### config.mk
export PLATFORM = sky130hd
export DESIGN_NAME = pyrgb_regs
export DESIGN_NICKNAME = d
export VERILOG_FILES = /design/src/pyrgb_pkg.sv /design/src/pyrgb_regs.sv
export SDC_FILE = /design/constraint.sdc
export NUM_CORES = 1
export LEC_CHECK = 0
export ABC_AREA = 1
export BUFFER_PORTS_ARGS = -buffer_cell sky130_fd_sc_hd__buf_4
export CAP_MARGIN = 20
export CORE_MARGIN = 3
export CORE_UTILIZATION = 47
export DETAILED_ROUTE_END_ITERATION = 10
export PLACE_DENSITY = 0.91
export SETUP_SLACK_MARGIN = 0.4
export SLEW_MARGIN = 20
export SYNTH_ARGS = -nofsm -noshare
export SYNTH_HDL_FRONTEND = slang
export SYNTH_SLANG_ARGS = --single-unit
export TNS_END_PERCENT = 50
### constraint.sdc
create_clock -name clk -period 3.1 [get_ports clk]
set_input_delay 0.31 -clock clk [delete_from_list [all_inputs] [get_ports clk]]
set_output_delay 0.31 -clock clk [all_outputs]
set_load 0.005 [all_outputs]
### src/pyrgb_pkg.sv
`timescale 1ns / 1ps
// Shared types, template ROM data and fixed-point helpers for the palette converter.
package pyrgb_pkg;

  typedef logic signed [19:0] q_t;

  localparam q_t Q_MAX = 20'sd524287;
  localparam q_t Q_MIN = -20'sd524288;

  typedef enum logic {
    REG_LUMA_BLACK = 1'b0,
    REG_RGB_BLACK  = 1'b1
  } reg_idx_t;

  typedef struct packed {
    logic signed [17:0] lbo;
    logic signed [17:0] rbo;
  } cfg_t;

  typedef struct packed {
    logic valid;
    logic pal;
    q_t   y;
    q_t   by;
    q_t   ry;
  } yuv_t;

  typedef struct packed {
    logic valid;
    q_t   r;
    q_t   g;
    q_t   b;
  } rgb_t;

  typedef struct packed {
    logic [15:0] y;
    logic [15:0] chb;
    logic [15:0] b;
    logic [15:0] a;
  } volt_t;

  typedef struct packed {
    logic [15:0] blank;
    logic [31:0] recip;
  } level_t;

  localparam longint BLANK_T0 = 770;
  localparam longint WHITE_T0 = 420;
  localparam longint BLANK_T1 = 725;
  localparam longint WHITE_T1 = 430;
  localparam longint SPAN_T0  = BLANK_T0 - WHITE_T0;
  localparam longint SPAN_T1  = BLANK_T1 - WHITE_T1;
  localparam logic [31:0] RECIP_T0 = 32'(((64'sd1 <<< 32) + SPAN_T0 / 2) / SPAN_T0);
  localparam logic [31:0] RECIP_T1 = 32'(((64'sd1 <<< 32) + SPAN_T1 / 2) / SPAN_T1);

  function automatic volt_t colour_volt(input logic [0:0] sel, input logic [3:0] col);
    volt_t v;
    case ({sel, col})
      5'd0:  v = '{16'd540, 16'd1500, 16'd1000, 16'd1000};
      5'd1:  v = '{16'd420, 16'd1500, 16'd1000, 16'd1500};
      5'd2:  v = '{16'd650, 16'd1500, 16'd2000, 16'd1500};
      5'd3:  v = '{16'd650, 16'd1500, 16'd1500, 16'd2000};
      5'd4:  v = '{16'd420, 16'd1500, 16'd1500, 16'd1500};
      5'd5:  v = '{16'd540, 16'd1500, 16'd1500, 16'd1000};
      5'd6:  v = '{16'd540, 16'd1500, 16'd2000, 16'd2000};
      5'd7:  v = '{16'd540, 16'd1500, 16'd1000, 16'd2000};
      5'd8:  v = '{16'd720, 16'd1500, 16'd1500, 16'd1500};
      5'd9:  v = '{16'd720, 16'd1500, 16'd1000, 16'd1000};
      5'd10: v = '{16'd720, 16'd1500, 16'd1000, 16'd2000};
      5'd11: v = '{16'd420, 16'd1500, 16'd1000, 16'd2000};
      5'd16: v = '{16'd525, 16'd1420, 16'd870,  16'd940};
      5'd17: v = '{16'd430, 16'd1400, 16'd860,  16'd1410};
      5'd18: v = '{16'd615, 16'd1380, 16'd1710, 16'd1380};
      5'd19: v = '{16'd615, 16'd1340, 16'd1280, 16'd1830};
      5'd20: v = '{16'd430, 16'd1350, 16'd1280, 16'd1350};
      5'd21: v = '{16'd525, 16'd1360, 16'd1290, 16'd960};
      5'd22: v = '{16'd525, 16'd1370, 16'd1700, 16'd1770};
      5'd23: v = '{16'd525, 16'd1400, 16'd850,  16'd1860};
      5'd24: v = '{16'd680, 16'd1350, 16'd1280, 16'd1350};
      5'd25: v = '{16'd680, 16'd1420, 16'd870,  16'd940};
      5'd26: v = '{16'd680, 16'd1400, 16'd850,  16'd1860};
      5'd27: v = '{16'd430, 16'd1400, 16'd850,  16'd1860};
      default: v = '0;
    endcase
    return v;
  endfunction

  function automatic level_t template_level(input logic [0:0] sel);
    level_t l;
    case (sel)
      1'b0: l = '{16'(BLANK_T0), RECIP_T0};
      1'b1: l = '{16'(BLANK_T1), RECIP_T1};
      default: l = '0;
    endcase
    return l;
  endfunction

  function automatic logic signed [63:0] rnd16(input logic signed [63:0] v);
    return (v + 64'sd32768) >>> 16;
  endfunction

  function automatic q_t sat_q(input logic signed [63:0] v);
    q_t res;
    if (v > 64'(Q_MAX)) res = Q_MAX;
    else if (v < 64'(Q_MIN)) res = Q_MIN;
    else res = v[19:0];
    return res;
  endfunction

endpackage

### src/pyrgb_regs.sv
`timescale 1ns / 1ps
// Configuration registers behind the APB port: luma and RGB black offsets.
module pyrgb_regs (
  input  logic               clk,
  input  logic               rst,
  input  logic               psel,
  input  logic               penable,
  input  logic               pwrite,
  input  logic [2:0]         paddr,
  input  logic [31:0]        pwdata,
  output logic [31:0]        prdata,
  output logic               pready,
  output pyrgb_pkg::cfg_t    cfg
);

  logic               wr;
  logic signed [17:0] lbo;
  logic signed [17:0] rbo;

  assign pready = 1'b1;
  assign wr     = psel && penable && pwrite && pready;
  assign cfg    = '{lbo, rbo};

  always_ff @(posedge clk) begin
    if (rst) begin
      lbo <= '0;
      rbo <= '0;
    end else if (wr) begin
      case (pyrgb_pkg::reg_idx_t'(paddr[2]))
        pyrgb_pkg::REG_LUMA_BLACK: lbo <= pwdata[17:0];
        pyrgb_pkg::REG_RGB_BLACK:  rbo <= pwdata[17:0];
        default: ;
      endcase
    end
  end

  always_comb begin
    case (pyrgb_pkg::reg_idx_t'(paddr[2]))
      pyrgb_pkg::REG_LUMA_BLACK: prdata = {{14{lbo[17]}}, lbo};
      pyrgb_pkg::REG_RGB_BLACK:  prdata = {{14{rbo[17]}}, rbo};
      default:                   prdata = '0;
    endcase
  end

  a_luma_write: assert property (@(posedge clk) disable iff (rst)
    (wr && paddr[2] == pyrgb_pkg::REG_LUMA_BLACK) |=> (cfg.lbo == $past(pwdata[17:0])))
    else $error("luma offset write lost");

  a_hold: assert property (@(posedge clk) disable iff (rst)
    !wr |=> $stable(cfg))
    else $error("offsets changed without a write");

endmodule

Word level (Yosys, flattened, before mapping)
Index checks and enable logic that the tools add are counted.
{"block": "totals", "elab_cells": 8, "out_inout_bits": 69, "reg_bits": 36}
{"block": "op_classes", "n_reduce_logical": 4, "bitwise_logic": 1, "muxes": 1}
{"cell": "one-hot mux 32 bit (2 select lines)", "count": 1}
{"cell": "AND reduction 2 bit", "count": 2}
{"cell": "logical AND 1 bit", "count": 2}
{"cell": "NOT 1 bit", "count": 1}

Logic depth before layout (Yosys ltp)
Gate-level depths: netlist of run 1.
{"block": "logic_depth", "depth_word": 3, "ltp_mapped": 6, "mapped_depth_nobuf": 5}

Least setup slack after synthesis of run 1
OpenSTA, ideal clock, no wires.
{"block": "synth_timing", "kind": "input-to-output", "startpoint": "in paddr[2]", "endpoint": "out prdata[18]", "t_required_ns": 2.790, "setup_slack_ns": 1.651, "stages": 5, "t_arrival_ns": 1.139, "cell_sequence": "inv_2 -> buf_2 -> nand2_1 -> nand2_1 -> buf_4"}
{"block": "synth_between", "elab_chain_cells": 2}
{"element": "start: declaration", "line": "pyrgb_regs.sv:9", "text": "input logic [2:0] paddr,"}
{"element": "NOT 1 bit (no source line)"}
{"element": "one-hot mux 32 bit (2 select lines) (*)", "line": "pyrgb_regs.sv:38", "text": "case (pyrgb_pkg::reg_idx_t'(paddr[2]))"}
{"element": "end: declaration", "line": "pyrgb_regs.sv:11", "text": "output logic [31:0] prdata,"}
Every way passes the cells marked *; elsewhere a longest branch is shown, timed or not.

Worst setup path in the final report of run 1
{"block": "layout_timing", "startpoint": "in paddr[2]", "endpoint": "out prdata[20]"}
The elaborated chain is that of the path after synthesis.

==> metrics.cfg, run 1 <==
[sta]
hold_viol=0
relSlewSlack_pct=37.4
clock_skew_ns=0
tns_ns=0
rsz0062_at_grt=no
slew_viol_final=0
worst_slack_ns=1.04
fmax_mhz=485
min_period_over_period_pct=66.5
final-setup-viol-count=0
worst_slew_pin_slew_ns=0.933
period_minus_slack_ns=2.06

[cells_and_area]
drive_gt1_share_pct=28.9
multiInputGateArea_sq_um=840
fill_cells=372
final_util_pct=66.6
antenna_cells=0
nets=399
fin_cells=408
area_growth_pct=33.8
seq_area_sq_um=721
postLayoutCellArea_sq_um=2470

[routing]
vias_per_cell=4.65
ant_nets=0
first_iter_violations=134
routed_wl_mm=4.62
vias=1898
drc=0
routedWlPerCell_um=11.3
dr.pass1.iters=4

[synthesis]
yosysTopAreaCell=dfxtp_1
yosysSeqAreaShare_pct=39.0
ys.warnings.count=0
synth_top_area_share_pct=39.0
synth.avg_cell_area_sq_um=6.35
synth.cell_area_sq_um=1850
ys_seq_elements=36
synth_cells=291
synth_area_leaders=dfxtp_1 (39%), nand2_1 (18%), nor2_1 (15%)
synth.net_count=331
yosysUniqueCellTypes=15

[clocking]
cts_tree=built
clock-sinks=36
cts_buffers=5
cts_buffer_depth=2
cts_resized=0
post_cts_buffers=0
root_buffer=clkbuf_8
cts_hold_buf=0
clk_latency_ns=0.28
clk_pin_slew_worst_paths_ns=0.07
cts-htree-levels=2

[pwr]
swShare_pct=25.7
power.net_switching_uw=254
p_per_area_nw_per_um2=400
p_int_uw=736
p_leak_uw=0.00133
combPwrFrac_pct=16.4
irDropWorstVdd_v=0.000257
power.share.clock_pct=34.0
seq_power_share_pct=49.7

[placed_design]
hpwl_mm=3.15
gp_congestion=0.675
place_area_sq_um=2380
io_buffers=91
dpl.cell_count=400
pre_cts_ws_ns=1.04

[floorplanning]
coreArea_sq_um=3720
die_x_um=68.7
dieArea_sq_um=4720
rows=22
die_y_um=68.7
ios=109
start_util_pct=49.8

[hold_path]
min_from=pwdata[1]
min_path_cells=5
worstHoldEndpoint=lbo[1]
hold_path.class=input port to register

[worst_setup_path]
r2r_end=lbo[6]
crit_required_ns=2.79
critPathKind=input port to output pin
cp-end-kind=output pin
r2r_slack_ns=2.48
startpoint_type=input port
worst-path-max-fanout=38
rr_worst_depth=2
worstPathArrival_ns=1.75
rr_startpoint=lbo[6]

[global_route]
grt_pass1_wl_mm=6.92
antenna_found_initial=0
grt_overflow=0
grt_pass1_vias=1587
grt_usage_pct=19.4
grt_start_max_net_pins=39

[job]
maxCapViolations=0

[status]
status=finished, final reports clean

## metrics by stage
| stage | hold slack, ns | power (uW) |
|---|---|---|
| CTS | 0.346 | 1000 |
| detailed placement | 0.492 | 665 |
| finish | 0.354 | 989 |
| global route | 0.366 | 1040 |
| floorplan | 0.494 | 594 |
| global placement | 0.487 | 660 |
## worst max-delay path by stage
stage                         from         end  slack, ns  depth (start not counted)
after floorplan           paddr[2]  prdata[18]       1.65                          5
final                     paddr[2]  prdata[20]       1.04                          5
after global placement    paddr[2]  prdata[21]       1.08                          5
after detailed placement  paddr[2]  prdata[18]       1.04                          5
after global routing      paddr[2]  prdata[23]       0.90                          5
after CTS                 paddr[2]  prdata[18]       1.03                          5
## routing by layer
metal | wire, um | vias up | part of all wire (%) | GRT usage, %
li1 | - | 998 | - | -
met1 | 1870 | 819 | 40 | 21.5
met2 | 2320 | 79 | 50 | 35.2
met3 | 416 | 2 | 9.0 | 6.32
met4 | 18 | 0 | 0.39 | 5.60
met5 | 0 | - | 0 | 0
## critical path: stages
cell and delay, ns:
buf_4 0.24, inv_2 0.54, nand2_1 0.10, nand2_1 0.35, buf_4 0.19
## cell families after synthesis
family	after synthesis	synth area share, %
other	1	0.203
flip-flops	36	39.0
AND/OR/NAND/NOR	203	45.2
buffers and inverters	51	15.6
## sequential cells by signal (all words and copies together) (netlist names)
| signal | cells |
|---|---|
| rbo | 18 |
| lbo | 18 |
## cell type report
class                           count  area share [%]
Clock buffer                        6            3.34
Timing Repair Buffer               91            27.6
Inverter                           21            3.19
Sequential cell                    36            29.1
Multi-Input combinational cell    204            33.9
Clock inverter                      2           0.404
Tap cell                           48            2.43
## layout by cell type, fill, tap and decap left out
master and count:
nand3_2 1, nor2_4 3, inv_2 1, clkinv_2 2, dfxtp_1 36, conb_1 1, inv_1 19, nor2_1 72
buf_4 91, clkinv_1 1, nand2_1 91, clkbuf_8 6, nand3_1 36
## Yosys cell counts
master	instances
nand2_1	91
nor2_4	3
conb_1	1
buf_1	2
nor2_1	72
buf_2	6
clkbuf_1	1
dfxtp_1	36
inv_2	1
inv_1	19
nand3_1	36
nand3_2	1
clkinv_1	1
buf_6	3
buf_4	18
## power by group through the flow
stage / clock, uW / sequential, uW / combinational [uW]
6_report: 336 / 491 / 162
3_5_place_dp: 0 / 502 / 163
5_1_grt: 361 / 493 / 181
4_1_cts: 346 / 491 / 163
3_3_place_gp: 0 / 501 / 159
2_1_floorplan: 0 / 501 / 92.8
(Power assumes the default switching activity.)
==> inputs of run 2 (changes only) <==
--- a/config.mk
+++ b/config.mk
@@ -9,9 +9,9 @@
 export BUFFER_PORTS_ARGS = -buffer_cell sky130_fd_sc_hd__buf_4
 export CAP_MARGIN = 20
 export CORE_MARGIN = 3
-export CORE_UTILIZATION = 47
+export CORE_UTILIZATION = 39
 export DETAILED_ROUTE_END_ITERATION = 10
-export PLACE_DENSITY = 0.91
+export PLACE_DENSITY = 0.81
 export SETUP_SLACK_MARGIN = 0.4
 export SLEW_MARGIN = 20
 export SYNTH_ARGS = -nofsm -noshare
==> constraint.sdc (replaced) <==
create_clock -name clk -period 1.76 [get_ports clk]
set_input_delay 0.176 -clock clk [delete_from_list [all_inputs] [get_ports clk]]
set_output_delay 0.176 -clock clk [all_outputs]
set_load 0.005 [all_outputs]
==> metrics.cfg, run 2 (synthesized netlist as in run 1, its figures left out) <==
[status]
status=finished, final reports clean  ; unchanged

[sta]
tns_ns=0  ; unchanged
min_period_over_period_pct=69.0
period_minus_slack_ns=1.21
fmax_mhz=824
clock_skew_ns=0  ; unchanged
rsz0062_at_grt=no  ; unchanged
hold_viol=0  ; unchanged
final-setup-viol-count=0  ; unchanged
slew_viol_final=0  ; unchanged

[cells_and_area]
largestRegisters=lbo: 18 flops, rbo: 18 flops  ; unchanged
layout_commonest_cell=buf_4
drive_gt1_share_pct=30.1  ; was 28.9%
fin_cells=418  ; was 408
area_growth_pct=37.9  ; was 33.8%
fill_cells=449  ; was 372
nets=405  ; was 399
final_cell_mix=buf_4 (97), nand2_1 (90), nor2_1 (72)  ; was nand2_1 (91), buf_4 (91), nor2_1 (72)
antenna_cells=0  ; unchanged

[worst_setup_path]
rr_startpoint=rbo[7]  ; was lbo[6]
crit_required_ns=1.58  ; was 2.79 ns
rr_worst_depth=2  ; unchanged
worst-path-max-fanout=15  ; was 38
critPathKind=register to output pin  ; was input port to output pin
worstPathArrival_ns=1.04  ; was 1.75 ns
r2r_slack_ns=1.11  ; was 2.48 ns
startpoint_type=register  ; was input port
cp-end-kind=output pin  ; unchanged
r2r_end=rbo[7]  ; was lbo[6]

[clocking]
clk_pin_slew_worst_paths_ns=0.07  ; about the same
cts-htree-levels=2  ; unchanged
clock-sinks=36  ; unchanged
post_cts_buffers=0  ; unchanged
cts_hold_buf=0  ; unchanged
cts_tree=built  ; unchanged
clk_latency_ns=0.28  ; about the same
cts_buffer_depth=2  ; unchanged
cts_buffers=5  ; unchanged
root_buffer=clkbuf_8  ; unchanged

[pwr]
p_per_area_nw_per_um2=733  ; was 400 nW/um^2
irDropWorstVdd_v=0.000296  ; was 0.000257 V
p_leak_uw=0.00137  ; was 0.00133 uW

[floorplanning]
coreArea_sq_um=4470  ; was 3720 sq um
die_x_um=74.9  ; was 68.7 um
ios=109  ; unchanged
die_y_um=74.9  ; was 68.7 um
rows=24  ; was 22
start_util_pct=41.3  ; was 49.8%
dieArea_sq_um=5600  ; was 4720 sq um

[hold_path]
min_path_cells=5  ; unchanged
worstHoldEndpoint=rbo[4]  ; was lbo[1]
min_from=pwdata[4]  ; was pwdata[1]
hold_path.class=input port to register  ; unchanged

[routing]
vias=1951  ; was 1898
routedWlPerCell_um=11.4  ; was 11.3 um
vias_per_cell=4.67  ; was 4.65
routed_wl_mm=4.78  ; was 4.62 mm
dr.pass1.iters=4  ; unchanged
drc=0  ; unchanged
ant_nets=0  ; unchanged
first_iter_violations=75  ; was 134

[placed_design]
hpwl_mm=3.42  ; was 3.15 mm
io_buffers=91  ; unchanged
dpl.cell_count=410  ; was 400
gp_congestion=0.785  ; was 0.675

[global_route]
grt.busiest_layer=met2  ; unchanged
grt_overflow=0  ; unchanged
grt_usage_pct=17.0  ; was 19.4%
antenna_found_initial=0  ; unchanged
grt_pass1_wl_mm=7.46  ; was 6.92 mm
met1_usage_pct=19.3  ; was 21.5%
met3_usage_pct=4.01  ; was 6.32%
grt_start_max_net_pins=37  ; was 39
met2_usage_pct=31.6  ; was 35.2%
grt_pass1_vias=1642  ; was 1587

[job]
maxCapViolations=0  ; unchanged

run 2: cell count changes in the layout (fill, tap and decap cells not counted):
cell | before | now
buf_4 | 91 | 97
bufinv_16 | 0 | 1
clkbuf_1 | 0 | 1
clkbuf_8 | 6 | 5
clkinv_2 | 2 | 1
inv_2 | 1 | 0
inv_4 | 0 | 1
nand2_1 | 91 | 90
nand2_4 | 0 | 1
run 2: metrics by stage:
step	total power [uW]	instance area, sq um	hold WS, ns	setup slack, ns	utilization (%)
floorplan	1050	1850	0.407	0.579	-
global route	1960	2550	0.217	0.466	57.0
detailed placement	1180	2430	0.491	0.294	54.4
global placement	1170	2430	0.488	0.332	54.4
finish	1870	2550	0.217	0.546	57.0
CTS	1890	2540	0.210	0.404	56.8
run 2: report_power, final:
part           switching, uW  internal (uW)
clock                    288            420
combinational            149            147
sequential              21.6            843
run 2: worst max-delay path by stage:
| stage | start | end | slack (ns) |
|---|---|---|---|
| floorplan | paddr[2] | prdata[18] | 0.58 |
| global placement | paddr[2] | prdata[26] | 0.33 |
| detailed placement | paddr[2] | prdata[29] | 0.29 |
| CTS | paddr[2] | prdata[29] | 0.40 |
| global route | lbo[17] | prdata[23] | 0.47 |
| finish | lbo[17] | prdata[26] | 0.55 |
run 2: final cells by class:
class	instances	area (sq um)	share of cell area [%]
multi-input combinational	204	847	33.2
timing repair buffer	97	728	28.6
sequential	36	721	28.3
inverter	21	81.3	3.19
clock buffer	6	72.6	2.85
tap	52	65.1	2.55
clock inverter	2	35.0	1.37
run 2: layer usage:
layer | vias up | wire length, um
li1 | 1006 | -
met1 | 870 | 1930
met2 | 70 | 2440
met3 | 5 | 360
met4 | 0 | 40
met5 | - | 0
run 2: worst max-delay path, stage by stage (launching register included):
cell,delay [ns]
dfxtp_1,0.36
nand2_1,0.10
nand2_4,0.15
buf_4,0.14
run 2: timing repair:
action	in CTS	in global routing
pin swaps	0	0
hold endpoints to repair	0	0
endpoints found under the setup margin	15	23
resized for setup	1	3
==> inputs of run 3 (changes only) <==
==> constraint.sdc (replaced) <==
create_clock -name clk -period 1.1 [get_ports clk]
set_input_delay 0.11 -clock clk [delete_from_list [all_inputs] [get_ports clk]]
set_output_delay 0.11 -clock clk [all_outputs]
set_load 0.005 [all_outputs]
==> metrics.cfg, run 3 (synthesized netlist as in run 1, its figures left out) <==
[worst_setup_path]
crit_required_ns=0.99  ; was 1.58 ns
critPathLaunch=lbo[17]  ; unchanged
critPathKind=register to output pin  ; unchanged
slowest_delay_ns=0.37  ; was 0.36 ns
rr_startpoint=lbo[17]  ; was rbo[7]
worstPathCellList=nand2_8, nand2_8, buf_4  ; was nand2_1, nand2_4, buf_4
slowest_stage=dfxtp_4  ; was dfxtp_1
worstPathArrival_ns=0.96  ; was 1.04 ns
worst-path-max-fanout=8  ; was 15
cp_top_family=flip-flops  ; unchanged
cpMostUsedCell=nand2_8
startpoint_type=register  ; unchanged
cp-end-kind=output pin  ; unchanged
cp.buffers_inverters=1  ; unchanged

[clocking]
cts_hold_buf=0  ; unchanged
clk_pin_slew_worst_paths_ns=0.07  ; about the same
root_buffer=clkbuf_8  ; unchanged
cts_tree=built  ; unchanged
cts_buffer_depth=2  ; unchanged
clock-sinks=36  ; unchanged
clk_latency_ns=0.29  ; was 0.28 ns
cts-htree-levels=2  ; unchanged
cts_buffers=5  ; unchanged

[hold_path]
min_from=pwdata[1]  ; was pwdata[4]
hold_path.class=input port to register  ; unchanged

[job]
maxCapViolations=0  ; unchanged

[cells_and_area]
antenna_cells=0  ; unchanged
drive_gt1_share_pct=49.3  ; was 30.1%
final_cell_mix=nand2_1 (68), nor2_1 (68), buf_6 (65)  ; was buf_4 (97), nand2_1 (90), nor2_1 (72)
fill_cells=370  ; was 449
largestRegisters=lbo: 18 flops, rbo: 18 flops  ; unchanged
nets=418  ; was 405
area_growth_pct=72.0  ; was 37.9%
final_util_pct=71.1  ; was 57.0%

[pwr]
p_leak_uw=0.00156  ; was 0.00137 uW
irDropWorstVdd_v=0.000763  ; was 0.000296 V
p_per_area_nw_per_um2=1030  ; was 733 nW/um^2
total_power_uw=3290  ; was 1870 uW

[placed_design]
hpwl_mm=3.51  ; was 3.42 mm
pre_cts_ws_ns=0.170  ; was 0.294 ns
gp_congestion=0.798  ; was 0.785
io_buffers=91  ; unchanged

[sta]
period_minus_slack_ns=1.07
min_period_over_period_pct=97.0
fmax_mhz=937
hold_viol=0  ; unchanged
fin_hold_ws_ns=0.143  ; was 0.217 ns
clock_skew_ns=0  ; unchanged
slew_viol_final=0  ; unchanged
final-setup-viol-count=0  ; unchanged
worst_slack_ns=0.0331  ; was 0.546 ns
rsz0062_at_grt=yes  ; was no

[routing]
routedWlPerCell_um=12.4  ; was 11.4 um
first_iter_violations=134  ; was 75
vias_per_cell=4.80  ; was 4.67
routed_wl_mm=5.36  ; was 4.78 mm
dr.pass1.iters=4  ; unchanged
drc=0  ; unchanged
ant_nets=0  ; unchanged
vias=2068  ; was 1951

[floorplanning]
die_x_um=74.9  ; unchanged
start_util_pct=41.3  ; unchanged
dieArea_sq_um=5600  ; unchanged
die_y_um=74.9  ; unchanged
rows=24  ; unchanged
coreArea_sq_um=4470  ; unchanged
ios=109  ; unchanged

[global_route]
antenna_found_initial=0  ; unchanged
grt_overflow=0  ; unchanged
grt_usage_pct=17.9  ; was 17.0%
grt_pass1_vias=1702  ; was 1642
grt_pass1_wl_mm=7.80  ; was 7.46 mm
grt_start_max_net_pins=37  ; unchanged

[status]
status=finished, final reports clean  ; unchanged

==> run 3: cell types whose count changed in the layout (fill, tap and decap cells not counted), sizes merged <==
cell | before | now
clkbuf | 6 | 7
buf | 97 | 109
clkinv | 2 | 1
nand2 | 91 | 92
==> run 3: final cells by class <==
class	instances	area (sq um)	area share [%]
Clock buffer	7	96.3	3.03
Clock inverter	1	30.0	0.944
Inverter	21	81.3	2.56
Multi-Input combinational cell	205	1010	31.7
Sequential cell	36	773	24.3
Tap cell	52	65.1	2.05
Timing Repair Buffer	109	1120	35.4
==> run 3: report_power, final <==
part	internal, uW	leakage [uW]	switching [uW]
combinational	340	0.00119	285
sequential	1350	0.000310	49.3
clock	799	0.0000645	465
total	2490	0.00156	799
==> run 3: what timing repair did <==
action	CTS	global route
endpoints found under the hold margin	0	0
setup endpoints to repair	68	74
pin swaps	22	17
gates cloned	0	1
setup buffers	3	4
gates resized for setup	39	93
==> run 3: stage by stage <==
step / TNS, ns / area (sq um) / std cells
2_1_floorplan: 0 / 1980 / 291
3_3_place_gp: 0 / 2590 / 415
3_5_place_dp: 0 / 2590 / 415
4_1_cts: 0 / 2800 / 426
5_1_grt: -0.0875 / 3180 / 431
6_report: 0 / 3180 / 431
==> run 3: path summary, 6_finish.rpt <==
kind                              endpoint  slack [ns]  cells after the start
worst max register to register     lbo[17]        0.30                      4
worst max-delay path            prdata[19]        0.03                      3
worst min-delay path                rbo[1]        0.14                      5
worst min register to register     lbo[11]        0.50                      2
==> run 3: worst register-to-register path: stages (launching register included) <==
cell	delay, ns
dfxtp_4	0.37
buf_6	0.12
buf_6	0.11
nor2_4	0.07
nor2_2	0.04
==> run 3: per-layer routing <==
| metal | track usage [%] | vias up | wire, um |
|---|---|---|---|
| met5 | 0 | - | 0 |
| met4 | 4.94 | 0 | 98 |
| met3 | 5.34 | 13 | 366 |
| met2 | 31.1 | 77 | 2740 |
| met1 | 21.4 | 943 | 2160 |
| li1 | - | 1035 | - |
