**config.mk**
```make
export PLATFORM = sky130hd
export DESIGN_NAME = pyrgb_decode
export DESIGN_NICKNAME = d
export VERILOG_FILES = /design/src/pyrgb_pkg.sv /design/src/pyrgb_decode.sv
export SDC_FILE = /design/constraint.sdc
export NUM_CORES = 1
export LEC_CHECK = 0
export ABC_AREA = 1
export BUFFER_PORTS_ARGS = -buffer_cell sky130_fd_sc_hd__buf_4
export CAP_MARGIN = 20
export CORE_ASPECT_RATIO = 0.9
export CORE_MARGIN = 5
export CORE_UTILIZATION = 40
export CTS_CLUSTER_DIAMETER = 200
export DETAILED_ROUTE_END_ITERATION = 8
export PLACE_DENSITY = 0.59
export SETUP_SLACK_MARGIN = 0.15
export SLEW_MARGIN = 30
export SYNTH_ARGS = -nofsm -noshare
export SYNTH_HDL_FRONTEND = slang
export SYNTH_SLANG_ARGS = --single-unit
```
**constraint.sdc**
```tcl
create_clock -name clk -period 12.2 [get_ports clk]
set_input_delay 0.61 -clock clk [delete_from_list [all_inputs] [get_ports clk]]
set_output_delay 0.61 -clock clk [all_outputs]
set_load 0.005 [all_outputs]
```
**src/pyrgb_pkg.sv**
```systemverilog
`timescale 1ns / 1ps
// Shared types, template ROM data and fixed-point helpers for the palette converter.
package pyrgb_pkg;

  typedef logic signed [19:0] q_t;

  localparam q_t Q_MAX = 20'sd524287;
  localparam q_t Q_MIN = -20'sd524288;

  typedef enum logic {
    REG_LUMA_BLACK = 1'b0,
    REG_RGB_BLACK  = 1'b1
  } reg_idx_t;

  typedef struct packed {
    logic signed [17:0] lbo;
    logic signed [17:0] rbo;
  } cfg_t;

  typedef struct packed {
    logic valid;
    logic pal;
    q_t   y;
    q_t   by;
    q_t   ry;
  } yuv_t;

  typedef struct packed {
    logic valid;
    q_t   r;
    q_t   g;
    q_t   b;
  } rgb_t;

  typedef struct packed {
    logic [15:0] y;
    logic [15:0] chb;
    logic [15:0] b;
    logic [15:0] a;
  } volt_t;

  typedef struct packed {
    logic [15:0] blank;
    logic [31:0] recip;
  } level_t;

  localparam longint BLANK_T0 = 770;
  localparam longint WHITE_T0 = 420;
  localparam longint BLANK_T1 = 725;
  localparam longint WHITE_T1 = 430;
  localparam longint SPAN_T0  = BLANK_T0 - WHITE_T0;
  localparam longint SPAN_T1  = BLANK_T1 - WHITE_T1;
  localparam logic [31:0] RECIP_T0 = 32'(((64'sd1 <<< 32) + SPAN_T0 / 2) / SPAN_T0);
  localparam logic [31:0] RECIP_T1 = 32'(((64'sd1 <<< 32) + SPAN_T1 / 2) / SPAN_T1);

  function automatic volt_t colour_volt(input logic [0:0] sel, input logic [3:0] col);
    volt_t v;
    case ({sel, col})
      5'd0:  v = '{16'd540, 16'd1500, 16'd1000, 16'd1000};
      5'd1:  v = '{16'd420, 16'd1500, 16'd1000, 16'd1500};
      5'd2:  v = '{16'd650, 16'd1500, 16'd2000, 16'd1500};
      5'd3:  v = '{16'd650, 16'd1500, 16'd1500, 16'd2000};
      5'd4:  v = '{16'd420, 16'd1500, 16'd1500, 16'd1500};
      5'd5:  v = '{16'd540, 16'd1500, 16'd1500, 16'd1000};
      5'd6:  v = '{16'd540, 16'd1500, 16'd2000, 16'd2000};
      5'd7:  v = '{16'd540, 16'd1500, 16'd1000, 16'd2000};
      5'd8:  v = '{16'd720, 16'd1500, 16'd1500, 16'd1500};
      5'd9:  v = '{16'd720, 16'd1500, 16'd1000, 16'd1000};
      5'd10: v = '{16'd720, 16'd1500, 16'd1000, 16'd2000};
      5'd11: v = '{16'd420, 16'd1500, 16'd1000, 16'd2000};
      5'd16: v = '{16'd525, 16'd1420, 16'd870,  16'd940};
      5'd17: v = '{16'd430, 16'd1400, 16'd860,  16'd1410};
      5'd18: v = '{16'd615, 16'd1380, 16'd1710, 16'd1380};
      5'd19: v = '{16'd615, 16'd1340, 16'd1280, 16'd1830};
      5'd20: v = '{16'd430, 16'd1350, 16'd1280, 16'd1350};
      5'd21: v = '{16'd525, 16'd1360, 16'd1290, 16'd960};
      5'd22: v = '{16'd525, 16'd1370, 16'd1700, 16'd1770};
      5'd23: v = '{16'd525, 16'd1400, 16'd850,  16'd1860};
      5'd24: v = '{16'd680, 16'd1350, 16'd1280, 16'd1350};
      5'd25: v = '{16'd680, 16'd1420, 16'd870,  16'd940};
      5'd26: v = '{16'd680, 16'd1400, 16'd850,  16'd1860};
      5'd27: v = '{16'd430, 16'd1400, 16'd850,  16'd1860};
      default: v = '0;
    endcase
    return v;
  endfunction

  function automatic level_t template_level(input logic [0:0] sel);
    level_t l;
    case (sel)
      1'b0: l = '{16'(BLANK_T0), RECIP_T0};
      1'b1: l = '{16'(BLANK_T1), RECIP_T1};
      default: l = '0;
    endcase
    return l;
  endfunction

  function automatic logic signed [63:0] rnd16(input logic signed [63:0] v);
    return (v + 64'sd32768) >>> 16;
  endfunction

  function automatic q_t sat_q(input logic signed [63:0] v);
    q_t res;
    if (v > 64'(Q_MAX)) res = Q_MAX;
    else if (v < 64'(Q_MIN)) res = Q_MIN;
    else res = v[19:0];
    return res;
  endfunction

endpackage

```
**src/pyrgb_decode.sv**
```systemverilog
`timescale 1ns / 1ps
// Template ROM lookup, luma normalization and colour difference scaling.
module pyrgb_decode #(
  parameter int NUM_TEMPLATES = 2,
  parameter int NUM_COLOURS   = 12
) (
  input  logic            clk,
  input  logic            rst,
  input  logic            accept,
  input  logic [0:0]      palette_select,
  input  logic [3:0]      colour,
  input  logic            mode,
  input  pyrgb_pkg::cfg_t cfg,
  output pyrgb_pkg::yuv_t yuv
);

  localparam logic [0:0] SEL_LAST = 1'(NUM_TEMPLATES - 1);
  localparam logic [3:0] COL_LAST = 4'(NUM_COLOURS - 1);
  localparam logic signed [23:0] K_MV = 24'sd4294967;

  logic [0:0]               sel_c;
  logic [3:0]               col_c;
  pyrgb_pkg::volt_t         vt;
  pyrgb_pkg::level_t        lv;

  logic                     d1_valid;
  logic                     d1_pal;
  logic signed [16:0]       d1_dy;
  logic signed [16:0]       d1_db;
  logic signed [16:0]       d1_da;
  logic [31:0]              d1_recip;

  logic                     d2_valid;
  logic                     d2_pal;
  logic signed [49:0]       d2_py;
  logic signed [40:0]       d2_pb;
  logic signed [40:0]       d2_pa;

  logic                     d3_valid;
  logic                     d3_pal;
  pyrgb_pkg::q_t            d3_y;
  pyrgb_pkg::q_t            d3_by;
  pyrgb_pkg::q_t            d3_ry;

  always_comb begin
    sel_c = (32'(palette_select) >= NUM_TEMPLATES) ? SEL_LAST : palette_select;
    col_c = (32'(colour) >= NUM_COLOURS) ? COL_LAST : colour;
    vt    = pyrgb_pkg::colour_volt(sel_c, col_c);
    lv    = pyrgb_pkg::template_level(sel_c);
  end

  always_ff @(posedge clk) begin
    if (rst) begin
      d1_valid <= 1'b0;
      d2_valid <= 1'b0;
      d3_valid <= 1'b0;
    end else begin
      d1_valid <= accept;
      d2_valid <= d1_valid;
      d3_valid <= d2_valid;
    end
  end

  always_ff @(posedge clk) begin
    d1_pal   <= mode;
    d1_dy    <= $signed({1'b0, lv.blank}) - $signed({1'b0, vt.y});
    d1_db    <= $signed({1'b0, vt.b}) - $signed({1'b0, vt.chb});
    d1_da    <= $signed({1'b0, vt.a}) - $signed({1'b0, vt.chb});
    d1_recip <= lv.recip;

    d2_pal   <= d1_pal;
    d2_py    <= d1_dy * $signed({1'b0, d1_recip});
    d2_pb    <= d1_db * K_MV;
    d2_pa    <= d1_da * K_MV;

    d3_pal   <= d2_pal;
    d3_y     <= pyrgb_pkg::sat_q(64'(cfg.lbo)
                + 64'(pyrgb_pkg::sat_q(pyrgb_pkg::rnd16(64'(d2_py)))));
    d3_by    <= pyrgb_pkg::sat_q(pyrgb_pkg::rnd16(64'(d2_pb)));
    d3_ry    <= pyrgb_pkg::sat_q(pyrgb_pkg::rnd16(64'(d2_pa)));
  end

  assign yuv = '{d3_valid, d3_pal, d3_y, d3_by, d3_ry};

endmodule

```
== Word level (Yosys, flattened, before mapping) ==
Memories as Yosys holds them, arrays and structs flattened.
Index checks and enable logic that the tools add are counted.

* Register bits: 281
* Bits in latches: 0
* Bits in writable memories: 0
* Memory bits (read-only): 1,248
* Memories kept: 1

* Add/sub/neg operators: 7
* Multipliers: 3
* Div/mod/pow operators: 0
* $lt $le $gt $ge: 9
* Equality and inequality tests: 0
* Shifts and indexed selects: 0
* Multiplexer cells: 7
* Bitwise gates (word level): 1
* Reductions and logical operators: 0

{| class="wikitable"
|+ Memories
! memory !! depth !! width !! read ports !! clocked after Yosys merged registers in !! wr ports !! RTL line !! RTL
|-
| (no name shown) || 32 || 39 || 1 || 0 || 0 || pyrgb_pkg.sv:58 || <nowiki>case ({sel, col})</nowiki>
|}

{| class="wikitable"
|+ Operators by type and width
! operator !! number
|-
| $mux W20 || 5
|-
| $pmux W48 S2 || 1
|-
| $add A41 B17 Y42 const B || 2
|-
| $mul A17 B24 Y41 const B || 2
|-
| $gt A26 B20 Y1 const B || 2
|-
| $lt A26 B20 Y1 const B || 2
|-
| $add A50 B17 Y51 const B || 1
|-
| $sub A16 B16 Y17 || 3
|-
| $mul A17 B33 Y50 || 1
|-
| $gt A35 B20 Y1 const B || 1
|-
| $lt A35 B20 Y1 const B || 1
|-
| $add A18 B20 Y21 || 1
|-
| $gt A21 B20 Y1 const B || 1
|-
| $lt A21 B20 Y1 const B || 1
|-
| $ge A4 B4 Y1 const B || 1
|-
| $mux W4 || 1
|-
| $not A1 Y1 || 1
|}

== Depth between registers and ports, before layout ==
Gate-level depths: netlist of run 1.

* Word-level depth: 7
* Mapped depth: 31
* Depth with buffers taken out: 28

== Worst setup path before layout of run 1 ==
OpenSTA, ideal clock, no wires.

* Path type: register to register
* From: register d1_recip[18]
* To: register d2_py[27]
* Data arrival time: 5,422 ps
* Slack: 6,666 ps
* Cell stages (with the launch flop): 27
* Path buffers: 2
* Period minus slack after synthesis: 5,534 ps
* Cell sequence: dfxtp_1 > clkbuf_1 > clkbuf_1 > nand2_1 > inv_1 > fa_1 > fa_1 > inv_1 > fa_1 > inv_1 > fa_1 > inv_1 > fa_1 > inv_1 > fa_1 > ha_1 > nand2_1 > nand2_1 > o21bai_1 > a21o_1 > o21bai_1 > nand2_1 > nand2_1 > nand2_1 > nand2_1 > nand2_1 > nand2_1

* Cells in the longest elaborated chain, start to end: 1

{| class="wikitable"
|+ RTL lines
! what !! RTL line !! RTL
|-
| from (decl) || pyrgb_decode.sv:31 || <nowiki>logic [31:0] d1_recip;</nowiki>
|-
| from (signal assigned) || pyrgb_decode.sv:69 || <nowiki>d1_recip <= lv.recip;</nowiki>
|-
| $mul A17 B33 Y50 || pyrgb_decode.sv:72 || <nowiki>d2_py <= d1_dy * $signed({1'b0, d1_recip});</nowiki>
|-
| to (signal assigned) || pyrgb_decode.sv:72 ||
|-
| to (decl) || pyrgb_decode.sv:35 || <nowiki>logic signed [49:0] d2_py;</nowiki>
|}

Every way passes these cells.
A chain may end at the register's enable or synchronous reset.

== Final worst setup path of run 1 ==
* From: register d1_dy[16]
* To: register d2_py[37]

* Cells in the longest elaborated chain, start to end: 1

{| class="wikitable"
|+ RTL lines
! what !! RTL line !! RTL
|-
| from (decl) || pyrgb_decode.sv:28 || <nowiki>logic signed [16:0] d1_dy;</nowiki>
|-
| from (signal assigned) || pyrgb_decode.sv:66 || <nowiki>d1_dy <= $signed({1'b0, lv.blank}) - $signed({1'b0, vt.y});</nowiki>
|-
| $mul A17 B33 Y50 || pyrgb_decode.sv:72 ||
|}

Every way passes these cells.

==> results.md, run 1 <==
- TritonCTS Buffers: 28
- Layout Nets: about 5,400
- Postcts setup bufs: 0
- Largest net degree at the start of global routing: 24
- Critical path type: flip-flop to flip-flop
- Post-route ant nets: 0
- Vias in the first global route: ~27,000
- DRC: 0
- Placer congestion estimate: 0.952
- Top FF cell, synth: dfxtp_1
- Detailed Place HPWL: slightly below 80,000 um
- Most frequent CP cell: fa_1
- Detailed Routing Iterations Pass 1: 6
- First-pass GRT wire length: 144,000 um
- Synthesis Warnings: 0
- FP Rows: 100
- IO Count: about 110
- HP Class: primary input to flip-flop
- Crit share post-route: approximately 54%
- Buf+Inv Stages, Crit Path: 2
- Setup violators final: 0
- Crit Path Max Fanout: 9
- Clock Latency Late Sink: roughly 0.57 ns
- Final Hold Fails: 0
- Synth Instances: about 4,200
- Via count: 26,400
- Slew headroom: between 40% and 50%
- Status: finished clean
- Wirelength, routed: about 88,000 um
- Max incr delay on CP: ~0.72 ns
- Seq cells post-synth: slightly above 200
- Filler Cell Count: roughly 8,400
- Async S/R FF share, synth: 0%
- Levels on crit path: 16
- Final worst setup slack: around 5.7 ns
- CTS tree: yes
- IO buf count: 88
- CTS Hold Bufs: 0
- Area of the die: a little under 0.09 sq mm
- Pins Over Slew Limit: 0
- WL per Instance: 16.0 um
- Core area: between 0.08 and 0.09 sq mm
- Sequential area share after synthesis: between 10% and 20%
- CP top delay family: adder cells
- Final core occ: roughly 44%
- Critical Path Source Type: flip-flop
- CTS Buffer Depth: 3
- Drt initial violations: 1,597
- Avg Inst Size Synth: slightly below 8 sq um
- Register-to-Register Path Depth: 16
- Htree depth: 1
- Critical Path RT: 12.69 ns
- Worst-Margin Slew: about 0.89 ns
- MaxCap Viol Count: 0
- Critical path endpoint category: flip-flop
- Post-Syn Area: approximately 0.033 sq mm
- Die X: ~310 um
- Slowest-stage cell, CP: dfxtp_1
- Area grow syn2layout: 8.68%
- Gr ovfl total: 0
- # diodes: 0
- Tmin final: 6.55 ns
- Initial antenna violation count: 1
- CTS Root Cell: clkbuf_16
- Post-CTS Resized: 0
- Clk_skew: about 0.018 ns
- Total track usage: about a fifth
- Placed inst area: approximately 0.035 sq mm
- F_max: around 0.15 GHz
- EDFF count, synth: 0
- Vias/cell: 4.84
- Sink Count: between 200 and 250
- Final TNS setup: 0 ns
- RSZ-0062 raised after global routing: no
- Distinct cell type count after synthesis: between 50 and 60
- Hold path cells: 1
- Pre-CTS setup slack: 5.67 ns
- Worst EP arrival: roughly 7.0 ns
- Post-route cell area: 0.0363 sq mm
- Clk slew on worst S/H paths: approximately 0.060 ns
- Critical Path, Cell by Cell: inv_1 -> nor2_1 -> fa_1 -> fa_1 -> fa_1 -> fa_1 -> fa_1 -> fa_1 -> ha_1 -> nand2_1 -> nor2_1 -> inv_1 -> nor4_1 -> o21ai_0 -> nand3_1 -> xor2_1
- Initial Util: ~40%
- Die span in y: around 280 um
- Share of cells above drive strength 1: 3.96%
## path summary, 6_finish.rpt
kind / from / endpoint / slack [ns]
max: d1_dy[16] / d2_py[37] / 5.65
min: mode / d1_pal / 0.15
max reg2reg: d1_dy[16] / d2_py[37] / 5.65
min reg2reg: d2_pal / d3_pal / 0.33
## cell usage in the layout (no fill, tap or decap), types with 12 or more instances in the layout
master / count
a31oi_1: 25
fa_1: 425
o21bai_1: 24
buf_4: 88
clkbuf_16: 29
nor2_1: 359
o21a_1: 13
inv_1: 964
ha_1: 576
a21oi_1: 176
nor3_1: 50
a21o_1: 27
o21ai_0: 121
nand4_1: 34
nand2_1: 806
a21boi_0: 12
dfxtp_1: 204
xnor2_1: 48
nand3_1: 135
xor2_1: 110
## per-layer routing
layer / wire, um / part of all wire, % / vias up / GRT usage (%)
li1: - / - / 13300 / -
met1: 41600 / 47 / 12400 / 28.3
met2: 39900 / 46 / 568 / 32.7
met3: 4290 / 4.9 / 118 / 2.76
met4: 1820 / 2.1 / 0 / 3.99
met5: 0 / 0 / - / 0
## kinds of logic after synthesis
kind of cell               synth area share [%]
xor gates and xnor gates                   4.20
DFF                                        12.2
and+or+nand+nor                            17.9
adders and majority gates                  47.1
other                                    0.0225
AOI/OAI and AO/OA                          7.19
buffers and inverters                      11.3
## synth_stat cells, types with 9 or more instances
| cell type | n | area, sq um |
|---|---|---|
| fa_1 | 425 | 8510 |
| nor3_1 | 50 | 250 |
| inv_1 | 964 | 3620 |
| o21a_1 | 13 | 97.6 |
| nand4_1 | 34 | 213 |
| nand3b_1 | 10 | 75.1 |
| a31oi_1 | 25 | 156 |
| a21boi_0 | 12 | 90.1 |
| a21oi_1 | 176 | 881 |
| o21ai_0 | 121 | 606 |
| nor2_2 | 9 | 56.3 |
| nor2_1 | 359 | 1350 |
| a21o_1 | 27 | 203 |
| o21bai_1 | 24 | 180 |
| nand2_1 | 806 | 3030 |
| ha_1 | 576 | 7210 |
| dfxtp_1 | 204 | 4080 |
| xor2_1 | 110 | 963 |
| xnor2_1 | 48 | 420 |
| nand3_1 | 135 | 676 |
## stage by stage
step / hold slack [ns] / cells
after floorplan: 0.310 / 4229
after global placement: 0.311 / 5415
after detailed placement: 0.317 / 5415
after CTS: 0.114 / 5464
after global routing: 0.122 / 5464
final: 0.147 / 5464
## final cells by class
type / count / area, sq um / area share (%)
multi-input cells: 3033 / 25500 / 70.3
flip-flops and latches: 204 / 4080 / 11.3
inverters: 968 / 3640 / 10.0
well taps: 1122 / 1400 / 3.87
clock buffers: 33 / 761 / 2.10
repair buffers: 88 / 661 / 1.82
clock inverters: 16 / 209 / 0.576
## state kept, by name, indices dropped and copies added (netlist names), 2 cells and up
| signal | flops |
|---|---|
| d1_dy | 17 |
| d1_db | 16 |
| d2_pb | 26 |
| d2_py | 35 |
| d3_ry | 20 |
| d2_pa | 26 |
| d3_y | 20 |
| d3_by | 20 |
| d1_recip | 2 |
| d1_da | 16 |
Power of run 1 is left out: the tool's default activity adds up to more than one toggle a clock period on the data nets, which glitch-free logic cannot reach.
==> inputs of run 2 (changes only) <==
--- a/config.mk
+++ b/config.mk
@@ -5,7 +5,7 @@
 export SDC_FILE = /design/constraint.sdc
 export NUM_CORES = 1
 export LEC_CHECK = 0
-export ABC_AREA = 1
+export ABC_AREA = 0
 export BUFFER_PORTS_ARGS = -buffer_cell sky130_fd_sc_hd__buf_4
 export CAP_MARGIN = 20
 export CORE_ASPECT_RATIO = 0.9
@@ -13,7 +13,7 @@
 export CORE_UTILIZATION = 40
 export CTS_CLUSTER_DIAMETER = 200
 export DETAILED_ROUTE_END_ITERATION = 8
-export PLACE_DENSITY = 0.59
+export PLACE_DENSITY = 0.62
 export SETUP_SLACK_MARGIN = 0.15
 export SLEW_MARGIN = 30
 export SYNTH_ARGS = -nofsm -noshare
==> constraint.sdc (replaced) <==
create_clock -name clk -period 5.8 [get_ports clk]
set_input_delay 0.29 -clock clk [delete_from_list [all_inputs] [get_ports clk]]
set_output_delay 0.29 -clock clk [all_outputs]
set_load 0.005 [all_outputs]
==> run 2 against run 1 <==
  * Sequential share of layout area is 0.43 points higher
  * Register-to-register slack lost 5.9 ns
  * Cell area is 1.9% lower
  * Hold slack worse by 0.11 ns
  * Area after synthesis shrank 12%
  * Final cell count shrank 20%
  * The run now ends with negative setup slack left
  * Via count fell by 19%
  * Critical path depth increased by 5
  * Clock-buffer cell count rose by 1
  * Wire length fell by 20%
==> results.md, run 2 <==
- Hold path cells: 1 (unchanged)
- Core area: 0.0729 sq mm (was 0.0827 sq mm)
- Gr ovfl total: 0 (unchanged)
- Die span in y: 267 um (was 284 um)
- Pins Over Slew Limit: 0 (unchanged)
- FP Rows: 94 (was 100)
- Top cells by area, synth: fa_1 (29%), ha_1 (25%), dfxtp_1 (14%) (was fa_1 (25%), ha_1 (22%), dfxtp_1 (12%))
- Detailed Routing Iterations Pass 1: 6 (unchanged)
- Post-Syn Area: 0.0294 sq mm (was 0.0334 sq mm)
- Status: complete, but fails checks (was finished clean)
- Reg2reg setup slack: -0.23 ns (was 5.65 ns)
- Area of the die: 0.0790 sq mm (was 0.0893 sq mm)
- Final worst setup slack: -0.230 ns (was 5.65 ns)
- F_max: 0.166 GHz (was 0.153 GHz)
- Total track usage: 18.1% (was 19.9%)
- Clk_skew: 0.0376 ns (was 0.0184 ns)
- Worst r2r src: d1_recip[21] (was d1_dy[16])
- Post-route ant nets: 0 (unchanged)
- Initial antenna violation count: 0 (was 1)
- R2R Path End: d2_py[36] (was d2_py[37])
- Placed cells: 4,294 (was 5,415)
- Hold Crit Start: palette_select (was mode)
- RSZ-0062 raised after global routing: yes (was no)
- Initial Util: 40.3% (about the same)
- Pre-CTS setup slack: -0.386 ns (was 5.67 ns)
- WL per Instance: 16.0 um (about the same)
- Setup violators final: 18 (was 0)
- Clk slew on worst S/H paths: 0.06 ns (about the same)
- HP Class: primary input to flip-flop (unchanged)
- Seq cells post-synth: 204 (unchanged)
- Sink Count: 204 (unchanged)
- Commonest cells post-synth: inv_1 (657), ha_1 (576), fa_1 (425) (was inv_1 (964), nand2_1 (806), ha_1 (576))
- Worst EP arrival: 6.52 ns (was 7.03 ns)
- Detailed Place HPWL: 60,800 um (was 77,600 um)
- Slew headroom: 50.3% (was 40.4%)
- Sequential area share after synthesis: 13.9% (was 12.2%)
- Wirelength, routed: 70,300 um (was 87,600 um)
- Yosys top cell by area: fa_1 (unchanged)
- Clock Latency Late Sink: 0.58 ns (was 0.57 ns)
- Vias in the first global route: 22,300 (was 27,100)
- Max incr delay on CP: 0.57 ns (was 0.72 ns)
- Htree depth: 1 (unchanged)
- Critical path type: flip-flop to flip-flop (unchanged)
- Top Registers: d2_py: 35 flops, d2_pa: 26 flops, d2_pb: 26 flops (unchanged)
- Critical path endpoint category: flip-flop (unchanged)
- Area occupied by multi-input gates: 0.0236 sq mm (was 0.0255 sq mm)
- Drt initial violations: 1,049 (was 1,597)
- Critical Path RT: 6.29 ns (was 12.69 ns)
- Commonest non-fill, non-tap cell in the layout: inv_1 (unchanged)
- Most frequent CP cell: fa_1 (unchanged)
- Count leader, synth: inv_1 (unchanged)
- # diodes: 0 (unchanged)
- Max reg flops: 35 (unchanged)
- Commonest non-fill, non-tap cells in the layout: inv_1 (639), ha_1 (542), fa_1 (397) (was inv_1 (964), nand2_1 (806), ha_1 (576))
- MaxCap Viol Count: 0 (unchanged)
- Avg Inst Size Synth: 9.72 sq um (was 7.90 sq um)
- Sequential Area: 0.00416 sq mm (was 0.00408 sq mm)
- Slowest-stage cell, CP: fa_1 (was dfxtp_1)
- TritonCTS Buffers: 27 (was 28)
- Area grow syn2layout: 21.1% (was 8.68%)
- Via count: 21,500 (was 26,400)
- CTS Buffer Depth: 3 (unchanged)
- Crit Path Max Fanout: 7 (was 9)
- Register-to-Register Path Depth: 21 (was 16)
- Share of cells above drive strength 1: 19.5% (was 3.96%)
- EDFF count, synth: 0 (unchanged)
- Async S/R FF share, synth: 0% (unchanged)
- Crit share post-route: 104% (was 53.7%)
- IO buf count: 88 (unchanged)
- First-pass GRT wire length: 115,000 um (was 144,000 um)
- Largest net degree at the start of global routing: 35 (was 24)
- Endpoint, Worst Hold: d1_recip[18] (was d1_pal)
- Largest Register: d2_py (unchanged)
- Top FF cell, synth: dfxtp_1 (unchanged)
- Critical Path Source Type: flip-flop (unchanged)
- Final Hold Fails: 0 (unchanged)
- Top-area cell type share of the netlist area: 29.0% (was 25.5%)
- CTS Root Cell: clkbuf_16 (unchanged)
- Placer congestion estimate: 0.948 (was 0.952)
- CTS tree: yes (unchanged)
- Synth Instances: 3,023 (was 4,226)
- Vias/cell: 4.88 (was 4.84)
- Critical Path, Cell by Cell: buf_6 -> and2_4 -> fa_1 -> inv_1 -> fa_1 -> inv_1 -> fa_1 -> fa_1 -> fa_1 -> fa_1 -> ha_4 -> and4_4 -> a2111oi_4 -> nor2_2 -> o21ai_4 -> a31oi_4 -> buf_4 -> a21bo_2 -> a21o_1 -> a21oi_2 -> xnor2_1 (was inv_1 -> nor2_1 -> fa_1 -> fa_1 -> fa_1 -> fa_1 -> fa_1 -> fa_1 -> ha_1 -> nand2_1 -> nor2_1 -> inv_1 -> nor4_1 -> o21ai_0 -> nand3_1 -> xor2_1)
- Failing checks: negative setup slack
- Distinct cell type count after synthesis: 85 (was 51)
- Die X: 296 um (was 314 um)
- Non-filler cells, final: 4,396 (was 5,464)
- Tmin final: 6.03 ns (was 6.55 ns)
- IO Count: 107 (unchanged)
- Layout Nets: 4,463 (was 5,369)
- Filler Cell Count: 6,833 (was 8,422)
- Worst-Margin Slew: 0.738 ns (was 0.892 ns)
- Synthesis Warnings: 0 (unchanged)
- DRC: 0 (unchanged)
run 2: cell count changes after synthesis, sizes merged, moves of 35 or more:
cell,previous run,this run
and2,3,39
xnor2,48,83
a21oi,176,117
nand2,815,108
nor2,371,111
inv,967,657
a21o,27,62
nand3,136,63
run 2: repair_timing:
action,in CTS,in global routing
pin swaps,36,62
setup endpoints to repair,45,73
gates cloned,0,2
buffers inserted,20,29
endpoints found under the hold margin,4,0
hold buffers,3,0
gates resized for setup,55,121
run 2: cell families after synthesis:
family                     share of synthesized area [%]
xor gates and xnor gates                            4.89
AOI/OAI and AO/OA                                   9.61
DFF                                                 13.9
other                                             0.0256
buffers and inverters                               8.90
muxes                                              0.183
and+or+nand+nor                                     8.97
adders and majority gates                           53.5
run 2: per-layer routing:
metal  share of wire, %  track usage (%)
met1                 48             26.2
met2                 46             29.6
met3                4.4             2.27
met4                1.7             3.12
met5                  0                0
run 2: worst max-delay path by stage:
stage                     slack [ns]         start         to
final                          -0.23  d1_recip[21]  d2_py[36]
after global routing           -0.50  d1_recip[21]  d2_py[47]
after CTS                      -0.20  d1_recip[21]  d2_py[36]
after detailed placement       -0.39  d1_recip[18]  d2_py[43]
after global placement         -0.27  d1_recip[18]  d2_py[43]
after floorplan                0.007  d1_recip[18]  d2_py[43]
run 2: worst max-delay path: cells and delay by family (launching register included):
| family | cells | cell delay [ns] |
|---|---|---|
| simple gates | 3 | 0.43 |
| buf+inv | 4 | 0.45 |
| xor+xnor | 1 | 0.12 |
| flops | 1 | 0.37 |
| fa+ha+maj | 7 | 3.33 |
| compound gates | 6 | 1.26 |
run 2: through the flow:
stage	area, sq um	setup TNS [ns]	hold WS (ns)	utilization [%]
2_1_floorplan	29700	0	0.310	-
3_3_place_gp	33400	-3.04	0.311	45.8
3_5_place_dp	33400	-4.85	0.315	45.8
4_1_cts	34800	-2.34	0.00603	47.7
5_1_grt	35600	-7.78	0.0213	48.8
6_report	35600	-2.99	0.0376	48.8
run 2: area by class of cell:
type	instances	area share, %
clock buffers	34	2.09
clock inverters	14	0.640
multi-input cells	2132	66.4
repair buffers	395	8.83
well taps	960	3.38
flip-flops and latches	204	11.7
inverters	657	6.93
Power of run 2 is left out for the same reason.
